### src/rtl/rspb_pkg.sv
// Package for the RGB565 sprite pixel blender: payload structs, codes,
// palette sizing and register reset values. No dependencies.
`timescale 1ns / 1ps

package rspb_pkg;

  // Palette sizing
  localparam int unsigned PAL_DEPTH = 256;
  localparam int unsigned PAL_AW    = (PAL_DEPTH > 1) ? $clog2(PAL_DEPTH) : 1;
  localparam int unsigned SLOT_W    = 8;
  localparam int unsigned SLOT_CMP_W = SLOT_W + 1;

  // Configuration register reset values
  localparam logic [15:0] MODULATE_RESET  = 16'hFFFF;
  localparam logic [15:0] HALF_MASK_RESET = 16'hF7DE;

  typedef enum logic {
    REG_MODULATE_COLOR = 1'b0,
    REG_HALF_MASK      = 1'b1
  } cfg_reg_e;

  typedef enum logic [1:0] {
    MODE_OPAQUE = 2'd0,
    MODE_ADD    = 2'd1,
    MODE_AVG    = 2'd2
  } blend_mode_e;

  // One input transaction
  typedef struct packed {
    logic        action;
    logic [1:0]  blend_mode;
    logic        skip_zero;
    logic        indexed;
    logic [15:0] src_value;
    logic [15:0] dest_pixel;
    logic [7:0]  palette_slot;
    logic [15:0] palette_color;
  } rspb_in_t;

  // One result transaction
  typedef struct packed {
    logic [15:0] out_pixel;
    logic        write_enable;
  } rspb_out_t;

  // Resolved source handed from the fetch stage to the blend pipeline
  typedef struct packed {
    logic        draw;
    logic        skip_hit;
    logic [1:0]  mode;
    logic [15:0] color;
    logic [15:0] dest;
  } rspb_src_t;

endpackage

### src/rtl/rgb565_sprite_pixel_blend_top.sv
// Top level of the RGB565 sprite pixel blender: input stage, palette and
// blend pipeline. Depends on rspb_pkg, rspb_palette and rspb_blend.
`timescale 1ns / 1ps

// Usage
//   Input: drive item_i and raise start for one cycle per transaction. A
//   transaction is taken at each rising edge with start high and busy low;
//   busy is always low, so one transaction can enter every clock.
//   A transaction either writes a palette entry (action = 1) or draws one
//   pixel against the destination value it carries.
//   Output: every transaction yields exactly one result on result_o, shown
//   for one cycle with done_o high. The receiver cannot hold results off.
//   Throughput: 1 per clock.
//   The three register stages are: input/palette read, channel modulation
//   (three narrow multipliers), blend and output register.
//   A palette write is visible to a draw taken at the very next edge.
//   Configuration: cfg_we_i with cfg_idx_i / cfg_wdata_i writes the
//   modulation color (index 0) or average mask (index 1); write only
//   while no transaction is in flight.
//   Reset: rst_ni clears the pipeline valids and loads register defaults.
//   Palette contents are undefined until written.
module rgb565_sprite_pixel_blend_top
  import rspb_pkg::*;
(
  input  logic        clk_i,
  input  logic        rst_ni,
  input  logic        start,
  output logic        busy,
  input  rspb_in_t    item_i,
  output logic        done_o,
  output rspb_out_t   result_o,
  input  logic        cfg_we_i,
  input  logic [0:0]  cfg_idx_i,
  input  logic [15:0] cfg_wdata_i
);

  logic accept;

  // The pipeline never stalls
  assign busy   = 1'b0;
  assign accept = start && !busy;

  // Configuration registers
  logic [15:0] modulate_q, half_mask_q;

  always_ff @(posedge clk_i or negedge rst_ni) begin
    if (!rst_ni) begin
      modulate_q  <= MODULATE_RESET;
      half_mask_q <= HALF_MASK_RESET;
    end else if (cfg_we_i) begin
      case (cfg_reg_e'(cfg_idx_i))
        REG_MODULATE_COLOR: modulate_q  <= cfg_wdata_i;
        REG_HALF_MASK:      half_mask_q <= cfg_wdata_i;
        default: ;
      endcase
    end
  end

  // Palette: write and lookup both happen at the accept edge
  logic        slot_ok, idx_ok, pal_we;
  logic [15:0] pal_rdata;

  assign slot_ok = SLOT_CMP_W'(item_i.palette_slot) < SLOT_CMP_W'(PAL_DEPTH);
  assign idx_ok  = SLOT_CMP_W'(item_i.src_value[7:0]) < SLOT_CMP_W'(PAL_DEPTH);
  assign pal_we  = accept && item_i.action && slot_ok;

  rspb_palette u_palette (
    .clk_i   (clk_i),
    .we_i    (pal_we),
    .waddr_i (item_i.palette_slot[PAL_AW-1:0]),
    .wdata_i (item_i.palette_color),
    .raddr_i (item_i.src_value[PAL_AW-1:0]),
    .rdata_o (pal_rdata)
  );

  // Stage 1: hold the transaction while the palette read completes
  logic        s1_valid_q;
  logic        s1_draw_q, s1_indexed_q, s1_skip_q, s1_idx_ok_q;
  logic [1:0]  s1_mode_q;
  logic [15:0] s1_src_q, s1_dest_q;
  rspb_src_t   s1_src;

  always_ff @(posedge clk_i or negedge rst_ni) begin
    if (!rst_ni) begin
      s1_valid_q <= 1'b0;
    end else begin
      s1_valid_q <= accept;
    end
  end

  always_ff @(posedge clk_i) begin
    s1_draw_q    <= !item_i.action;
    s1_indexed_q <= item_i.indexed;
    s1_skip_q    <= item_i.skip_zero && (item_i.indexed ? (item_i.src_value[7:0] == 8'd0)
                                                        : (item_i.src_value == 16'd0));
    s1_idx_ok_q  <= idx_ok;
    s1_mode_q    <= item_i.blend_mode;
    s1_src_q     <= item_i.src_value;
    s1_dest_q    <= item_i.dest_pixel;
  end

  // Resolve the source color; an out-of-range index reads as zero
  always_comb begin
    s1_src.draw     = s1_draw_q;
    s1_src.skip_hit = s1_skip_q;
    s1_src.mode     = s1_mode_q;
    s1_src.dest     = s1_dest_q;
    if (s1_indexed_q) begin
      s1_src.color = s1_idx_ok_q ? pal_rdata : 16'd0;
    end else begin
      s1_src.color = s1_src_q;
    end
  end

  // Stages 2 and 3: modulate, then blend into the output register
  rspb_blend u_blend (
    .clk_i       (clk_i),
    .rst_ni      (rst_ni),
    .valid_i     (s1_valid_q),
    .src_i       (s1_src),
    .modulate_i  (modulate_q),
    .half_mask_i (half_mask_q),
    .valid_o     (done_o),
    .result_o    (result_o)
  );

`ifndef ASSERT_OFF
  // done_o is raised for every accepted transaction and at no other time
  a_latency: assert property (@(posedge clk_i) disable iff (!rst_ni)
    done_o == $past(accept && rst_ni, 3))
    else $error("result strobe does not match accept three cycles earlier");

  // A palette write returns an all-zero result
  a_pal_result: assert property (@(posedge clk_i) disable iff (!rst_ni)
    $past(rst_ni && accept && item_i.action, 3) |-> (result_o == '0))
    else $error("palette write produced a nonzero result");

  // A skipped zero source passes the destination through without a write
  a_skip_pass: assert property (@(posedge clk_i) disable iff (!rst_ni)
    $past(rst_ni && accept && !item_i.action && item_i.skip_zero &&
          item_i.src_value == 16'd0, 3)
    |-> (!result_o.write_enable && result_o.out_pixel == $past(item_i.dest_pixel, 3)))
    else $error("skipped source did not pass destination through");

  // A draw that is not skipped always requests a destination write
  a_draw_we: assert property (@(posedge clk_i) disable iff (!rst_ni)
    $past(rst_ni && accept && !item_i.action && !item_i.skip_zero, 3)
    |-> result_o.write_enable)
    else $error("unskipped draw lost its write enable");
`endif

endmodule

### src/rtl/rspb_palette.sv
// Palette memory for the sprite blender: one write port, one registered
// read port. Depends on rspb_pkg.
`timescale 1ns / 1ps

module rspb_palette
  import rspb_pkg::*;
(
  input  logic              clk_i,
  input  logic              we_i,
  input  logic [PAL_AW-1:0] waddr_i,
  input  logic [15:0]       wdata_i,
  input  logic [PAL_AW-1:0] raddr_i,
  output logic [15:0]       rdata_o
);

  logic [15:0] mem_q [PAL_DEPTH];
  logic [15:0] rdata_q;

  always_ff @(posedge clk_i) begin
    if (we_i) begin
      mem_q[waddr_i] <= wdata_i;
    end
  end

  always_ff @(posedge clk_i) begin
    rdata_q <= mem_q[raddr_i];
  end

  assign rdata_o = rdata_q;

endmodule

### src/rtl/rspb_blend.sv
// Two-stage blend pipeline: channel modulation, then opaque / saturating
// add / masked average. Depends on rspb_pkg.
`timescale 1ns / 1ps

module rspb_blend
  import rspb_pkg::*;
(
  input  logic        clk_i,
  input  logic        rst_ni,
  input  logic        valid_i,
  input  rspb_src_t   src_i,
  input  logic [15:0] modulate_i,
  input  logic [15:0] half_mask_i,
  output logic        valid_o,
  output rspb_out_t   result_o
);

  // Modulate stage
  logic [9:0]  prod_r, prod_b;
  logic [11:0] prod_g;

  logic        mod_valid_q;
  logic        mod_draw_q, mod_skip_q;
  logic [1:0]  mod_mode_q;
  logic [15:0] mod_color_q, mod_dest_q;

  assign prod_r = 10'(src_i.color[15:11]) * 10'(modulate_i[15:11]);
  assign prod_g = 12'(src_i.color[10:5])  * 12'(modulate_i[10:5]);
  assign prod_b = 10'(src_i.color[4:0])   * 10'(modulate_i[4:0]);

  always_ff @(posedge clk_i or negedge rst_ni) begin
    if (!rst_ni) begin
      mod_valid_q <= 1'b0;
    end else begin
      mod_valid_q <= valid_i;
    end
  end

  always_ff @(posedge clk_i) begin
    mod_draw_q  <= src_i.draw;
    mod_skip_q  <= src_i.skip_hit;
    mod_mode_q  <= src_i.mode;
    mod_dest_q  <= src_i.dest;
    mod_color_q <= {prod_r[9:5], prod_g[11:6], prod_b[9:5]};
  end

  // Blend stage
  logic [5:0]  sum_r, sum_b;
  logic [6:0]  sum_g;
  logic [15:0] add_px;
  logic [16:0] avg_sum;
  rspb_out_t   res_d, res_q;
  logic        res_valid_q;

  always_comb begin
    sum_r  = 6'(mod_dest_q[15:11]) + 6'(mod_color_q[15:11]);
    sum_g  = 7'(mod_dest_q[10:5])  + 7'(mod_color_q[10:5]);
    sum_b  = 6'(mod_dest_q[4:0])   + 6'(mod_color_q[4:0]);
    add_px = {sum_r[5] ? 5'h1F : sum_r[4:0],
              sum_g[6] ? 6'h3F : sum_g[5:0],
              sum_b[5] ? 5'h1F : sum_b[4:0]};
    avg_sum = 17'(mod_dest_q & half_mask_i) + 17'(mod_color_q & half_mask_i);

    res_d = '0;
    if (!mod_draw_q) begin
      res_d = '0;
    end else if (mod_skip_q) begin
      res_d.out_pixel    = mod_dest_q;
      res_d.write_enable = 1'b0;
    end else begin
      res_d.write_enable = 1'b1;
      case (blend_mode_e'(mod_mode_q))
        MODE_ADD: begin
          res_d.out_pixel = add_px;
        end
        MODE_AVG: begin
          res_d.out_pixel = avg_sum[16:1];
        end
        default: begin
          res_d.out_pixel = mod_color_q;
        end
      endcase
    end
  end

  always_ff @(posedge clk_i or negedge rst_ni) begin
    if (!rst_ni) begin
      res_valid_q <= 1'b0;
    end else begin
      res_valid_q <= mod_valid_q;
    end
  end

  always_ff @(posedge clk_i) begin
    res_q <= res_d;
  end

  assign valid_o  = res_valid_q;
  assign result_o = res_q;

endmodule

### config.mk
export PLATFORM = sky130hd
export DESIGN_NAME = rgb565_sprite_pixel_blend_top
export DESIGN_NICKNAME = d
export VERILOG_FILES = /design/src/rtl/rspb_pkg.sv /design/src/rtl/rgb565_sprite_pixel_blend_top.sv /design/src/rtl/rspb_palette.sv /design/src/rtl/rspb_blend.sv
export SDC_FILE = /design/constraint.sdc
export NUM_CORES = 2
export LEC_CHECK = 0
export BUFFER_PORTS_ARGS = -buffer_cell sky130_fd_sc_hd__buf_2
export CORE_ASPECT_RATIO = 0.7
export CORE_UTILIZATION = 45
export CTS_CLUSTER_DIAMETER = 30
export DETAILED_ROUTE_END_ITERATION = 8
export PLACE_DENSITY = 0.7
export SYNTH_ARGS = -nofsm -noshare
export SYNTH_HDL_FRONTEND = slang
export SYNTH_HIERARCHICAL = 1
export SYNTH_SLANG_ARGS = --single-unit
export TNS_END_PERCENT = 5
### constraint.sdc
create_clock -name clk_i -period 4.15 [get_ports clk_i]
set_input_delay 0.2075 -clock clk_i [delete_from_list [all_inputs] [get_ports clk_i]]
set_output_delay 0.2075 -clock clk_i [all_outputs]
set_load 0.01 [all_outputs]
# Word-level counts from Yosys, hierarchy flattened
# Memories as Yosys holds them, arrays and structs flattened. A register that Yosys moved wholly into a read port is not among the register bits.
# Cells that the tools add are included.
# totals
register_bits,125
ramBits,4096
in_bits,82
out_inout_bits,19
word_cells,47
memories,1
# memory_table
memory,words,width,read_ports,rd_clocked_by_memory_dff,wr,line,text
u_palette.mem_q,256,16,1,1,1,rspb_palette.sv:16,logic [15:0] mem_q [PAL_DEPTH];
# classes
add_sub_neg,4
n_mul,3
eq_ne,2
muxes,9
bitwise_logic,3
reduce_logical,7
# op_table
operator,count
$and 16x16->16,2
$pmux 16 s2,1
$mul 5x5->10,2
$add 17x17->17,1
$mux 17,1
$logic_not 16->1,1
$mux 16,1
$add 5x5->6,2
$mul 6x6->12,1
$mux 5,2
$logic_not 8->1,1
$add 6x6->7,1
$mux 6,1
$reduce_and 2->1,2
$mux 1,3
$eq 2x1->1 const B,1
$eq 2x2->1 const B,1
$logic_and 1x1->1,2
$logic_not 1->1,1
$not 1->1,1

# Logic depth before layout (Yosys ltp)
# logic_depth
ltp_word,4
mapped_depth,17

# Hierarchy
# The synthesis kept the hierarchy.
# modules_own_cells
mod,instances,cells_per_inst,area_per_inst_um2
rspb_palette,1,7360,158714.7
rspb_blend,1,672,5615.4
rgb565_sprite_pixel_blend_top,1,136,2307.2

# Worst setup path before layout
# OpenSTA, ideal clock, no wires.
# synth_timing
kind,register -> register
start,register s1_indexed_q
end,register u_blend.mod_color_q[10]
arrival_ps,3940
setup_slack_ps,138
stages_incl_launch_ff,17
period_less_slack_ps,4012
path_cell_list,dfxtp_1 > buf_2 > buf_4 > mux2_2 > and2_1 > fa_1 > inv_1 > fa_1 > fa_1 > inv_1 > ha_1 > nand4_1 > o21a_1 > o21ai_1 > nor3_1 > o21bai_1 > xor2_1
# synth_lines
item,line,text
from (decl),rgb565_sprite_pixel_blend_top.sv:78,"logic s1_draw_q, s1_indexed_q, s1_skip_q, s1_idx_ok_q;"
from (signal assigned),rgb565_sprite_pixel_blend_top.sv:93,s1_indexed_q <= item_i.indexed;
to (signal assigned),rspb_blend.sv:44,"mod_color_q <= {prod_r[9:5], prod_g[11:6], prod_b[9:5]};"
to (decl),rspb_blend.sv:25,"logic [15:0] mod_color_q, mod_dest_q;"

==> results_dict.tcl <==
set metrics [dict create \
    synth_common_cells "edfxtp_1 (4096), mux4_2 (797), mux2i_1 (567)" \
    synth_fp_nets 8368 \
    cts_buffers 524 \
    cp_num_cells 13 \
    drc 0 \
    worstPathRequired_ps 4970 \
    cts_tree "done" \
    worst-path-buf-inv 3 \
    ys_top_cells_by_area "edfxtp_1 (74%), mux4_2 (11%), mux2i_1 (3.4%)" \
    antenna_found_initial 28 \
    hold_class "in -> reg" \
    syn_inst 8168 \
    yosysWarnings 6 \
    via_per_inst 6.22 \
    cts_setup_buffers 0 \
    io_pins 101 \
    rr_worst_depth 13 \
    drive_above_1_share_pct 27.5 \
    track_usage_pct 23.8 \
    crit_chain "buf_4 -> buf_6 -> mux2_2 -> nand2_1 -> fa_1 -> fa_1 -> inv_1 -> fa_1 -> ha_1 -> o211a_1 -> o41a_1 -> a21oi_2 -> xnor2_1" \
    synth_enable_flop_cells 4096 \
    drt-total-wl_microns 453000 \
    syn_area_per_cell_sq_um 20.4 \
    dieHeight_microns 511 \
    die_w_microns 729 \
    cap_violations 0 \
    port-buffer-count 99 \
    initial_core_util_pct 45.3 \
    vias 89300 \
    pwr_density_cell_nw_per_um2 514 \
    slew_headroom_pct 13.5 \
    grt_max_degree 138 \
    final_hold_viol_count 0 \
    clockBufferDepth 4 \
    grt_overflow 0 \
    seq_area_frac_synth_pct 75.6 \
    leakage_nw 64.1 \
    skew_ps 88.5 \
    netlist_area_sq_um 167000 \
    grt_pass1_vias 86900 \
    synth_top_area_cell "edfxtp_1" \
    yosys.area.top_type_share_pct 73.8 \
    yosysMostFrequentCell "edfxtp_1" \
    ys_types 83 \
    clkSinkCount 4237 \
    arrival_ps 4810 \
    area_growth_pct 17.1 \
    grt_first_pass_wirelength_microns 641000 \
    hold_depth 3 \
    tightest_slew_ps 1290 \
    synth-seq-cells 4237 \
    fmax_mhz 250 \
    cts.clk_slew.worst_paths_ps 60 \
    cp_common_cell "fa_1" \
    fin_nets 9237 \
    timing.final.ws_setup_ps 155 \
    dieArea_sq_um 373000 \
    drt_iter0_drc 13800 \
    setup_viol 0 \
    run_status "finished clean" \
    crit_family "adder cells" \
    postLayoutCellArea_sq_um 195000 \
    slowest_delay_ps 550 \
    peakVddDrop_mv 0.352 \
    htreeDepth 6 \
    hold_slack_ps 62.5 \
    slowest_stage "fa_1" \
    report.power.total_mw 100 \
    synth-main-ff-cell "edfxtp_1" \
    core_area_sq_um 368000 \
    routedWlPerCell_microns 31.6 \
    fin_crit_ps 3990 \
    clk_latency_ps 960 \
    post-route-period-util_pct 96.3 \
    postRouteAntennaNets 0 \
    rows 186 \
    worstSetupPathType "reg -> reg" \
    crit_path_max_fanout 10 \
    crit_path_end_kind "flip-flop" \
    final-max-slew-violation-count 0 \
    dp_slack_ps 1.57 \
    placement.cell_area_sq_um 176000 \
    gp_congestion 0.924 \
    dp_hpwl_microns 274000 \
    start_kind "flip-flop" \
    dr.pass1.iters 6 \
    root_buffer "clkbuf_16" \
    utilization_pct 53.1 \
    async_reset_ff_share_pct 0.826 \
]
## sequential cells by signal, summed over array words and instances, names as in the netlist, 16 cells and up
name / count
half_mask_q: 16
modulate_q: 16
s1_dest_q: 16
s1_src_q: 16
u_blend/mod_color_q: 16
u_blend/mod_dest_q: 16
u_blend/result_o: 17
u_palette/mem_q: 4096
u_palette/rdata_o: 16
## cell type report
cell class | count | area, sq um
clock buffer | 599 | 13900
multi-input combinational | 3383 | 37700
antenna | 14 | 35.0
timing repair buffer | 811 | 7260
tap | 4888 | 6120
clock inverter | 339 | 3760
inverter | 80 | 313
fill | 27600 | 173000
sequential | 4237 | 126000
## worst reg2reg max path, delay by kind of cell (launching register included)
kind | cells | cell delay (ps)
AOI/OAI and AO/OA | 3 | 830
and+or+nand+nor | 1 | 100
buffers and inverters | 3 | 320
xor gates and xnor gates | 1 | 140
adders and majority gates | 4 | 1790
muxes | 1 | 390
DFF | 1 | 380
## where the power goes
group,total [mW],internal [mW],switching (mW),leakage [nW]
Combinational,6.87,2.65,4.22,17.5
Sequential,47.5,47.2,0.256,38.1
Clock,46.1,27.8,18.2,8.52
## stage by stage
step / instances / TNS (ps)
after global placement: 13300 / -40.4
after CTS: 14300 / 0
after global routing: 14300 / -5.86
after detailed placement: 13300 / 0
final: 14400 / 0
after floorplan: 8168 / 0
## timing repair
| item | in CTS | in global routing |
|---|---|---|
| gates resized for setup | 1 | 6 |
| hold buffers | 95 | 0 |
| endpoints found under the setup margin | 1 | 4 |
| hold endpoints to repair | 1386 | 0 |
## per-layer routing
layer,track usage [%],share of wire (%),up-vias
li1,-,-,36000
met1,35.8,40,46400
met2,33.4,43,6132
met3,7.81,15,735
met4,6.29,2.6,10
met5,0,0.013,-
## path summary, 6_finish.rpt
kind	from	end	slack, ps
min reg2reg	s1_mode_q[0]	u_blend/mod_mode_q[0]	330
min	item_i[40]	s1_src_q[0]	60
min in group asynchronous	rst_ni	half_mask_q[5]	580
max reg2reg	s1_indexed_q	u_blend/mod_color_q[4]	160
max in group asynchronous	rst_ni	s1_valid_q	2440
max	s1_indexed_q	u_blend/mod_color_q[4]	160
## layout by cell type (no fill, tap or decap), types with 75 or more instances in the layout
cell type,count
dfxtp_1,104
o221ai_1,252
a21oi_1,212
buf_12,79
nand2_1,107
ha_1,82
mux4_2,797
dlygate4sd3_1,95
edfxtp_1,4096
o22ai_1,148
buf_2,78
nor2_1,308
mux2_2,125
mux2i_1,567
nor3_1,103
buf_4,539
and2_1,76
inv_6,75
inv_1,77
clkbuf_16,547
## logic make-up after synthesis
family	Yosys count	share of synthesized area [%]
flip-flops	4237	75.6
multiplexers	1501	15.1
AO/OA/AOI/OAI	943	3.99
AND/OR/NAND/NOR	800	2.25
buffers and inverters	548	1.84
adder cells (fa/ha/maj)	118	1.05
XOR/XNOR	20	0.105
other	1	0.00225
No activity file was read; power rests on OpenSTA's default activity.
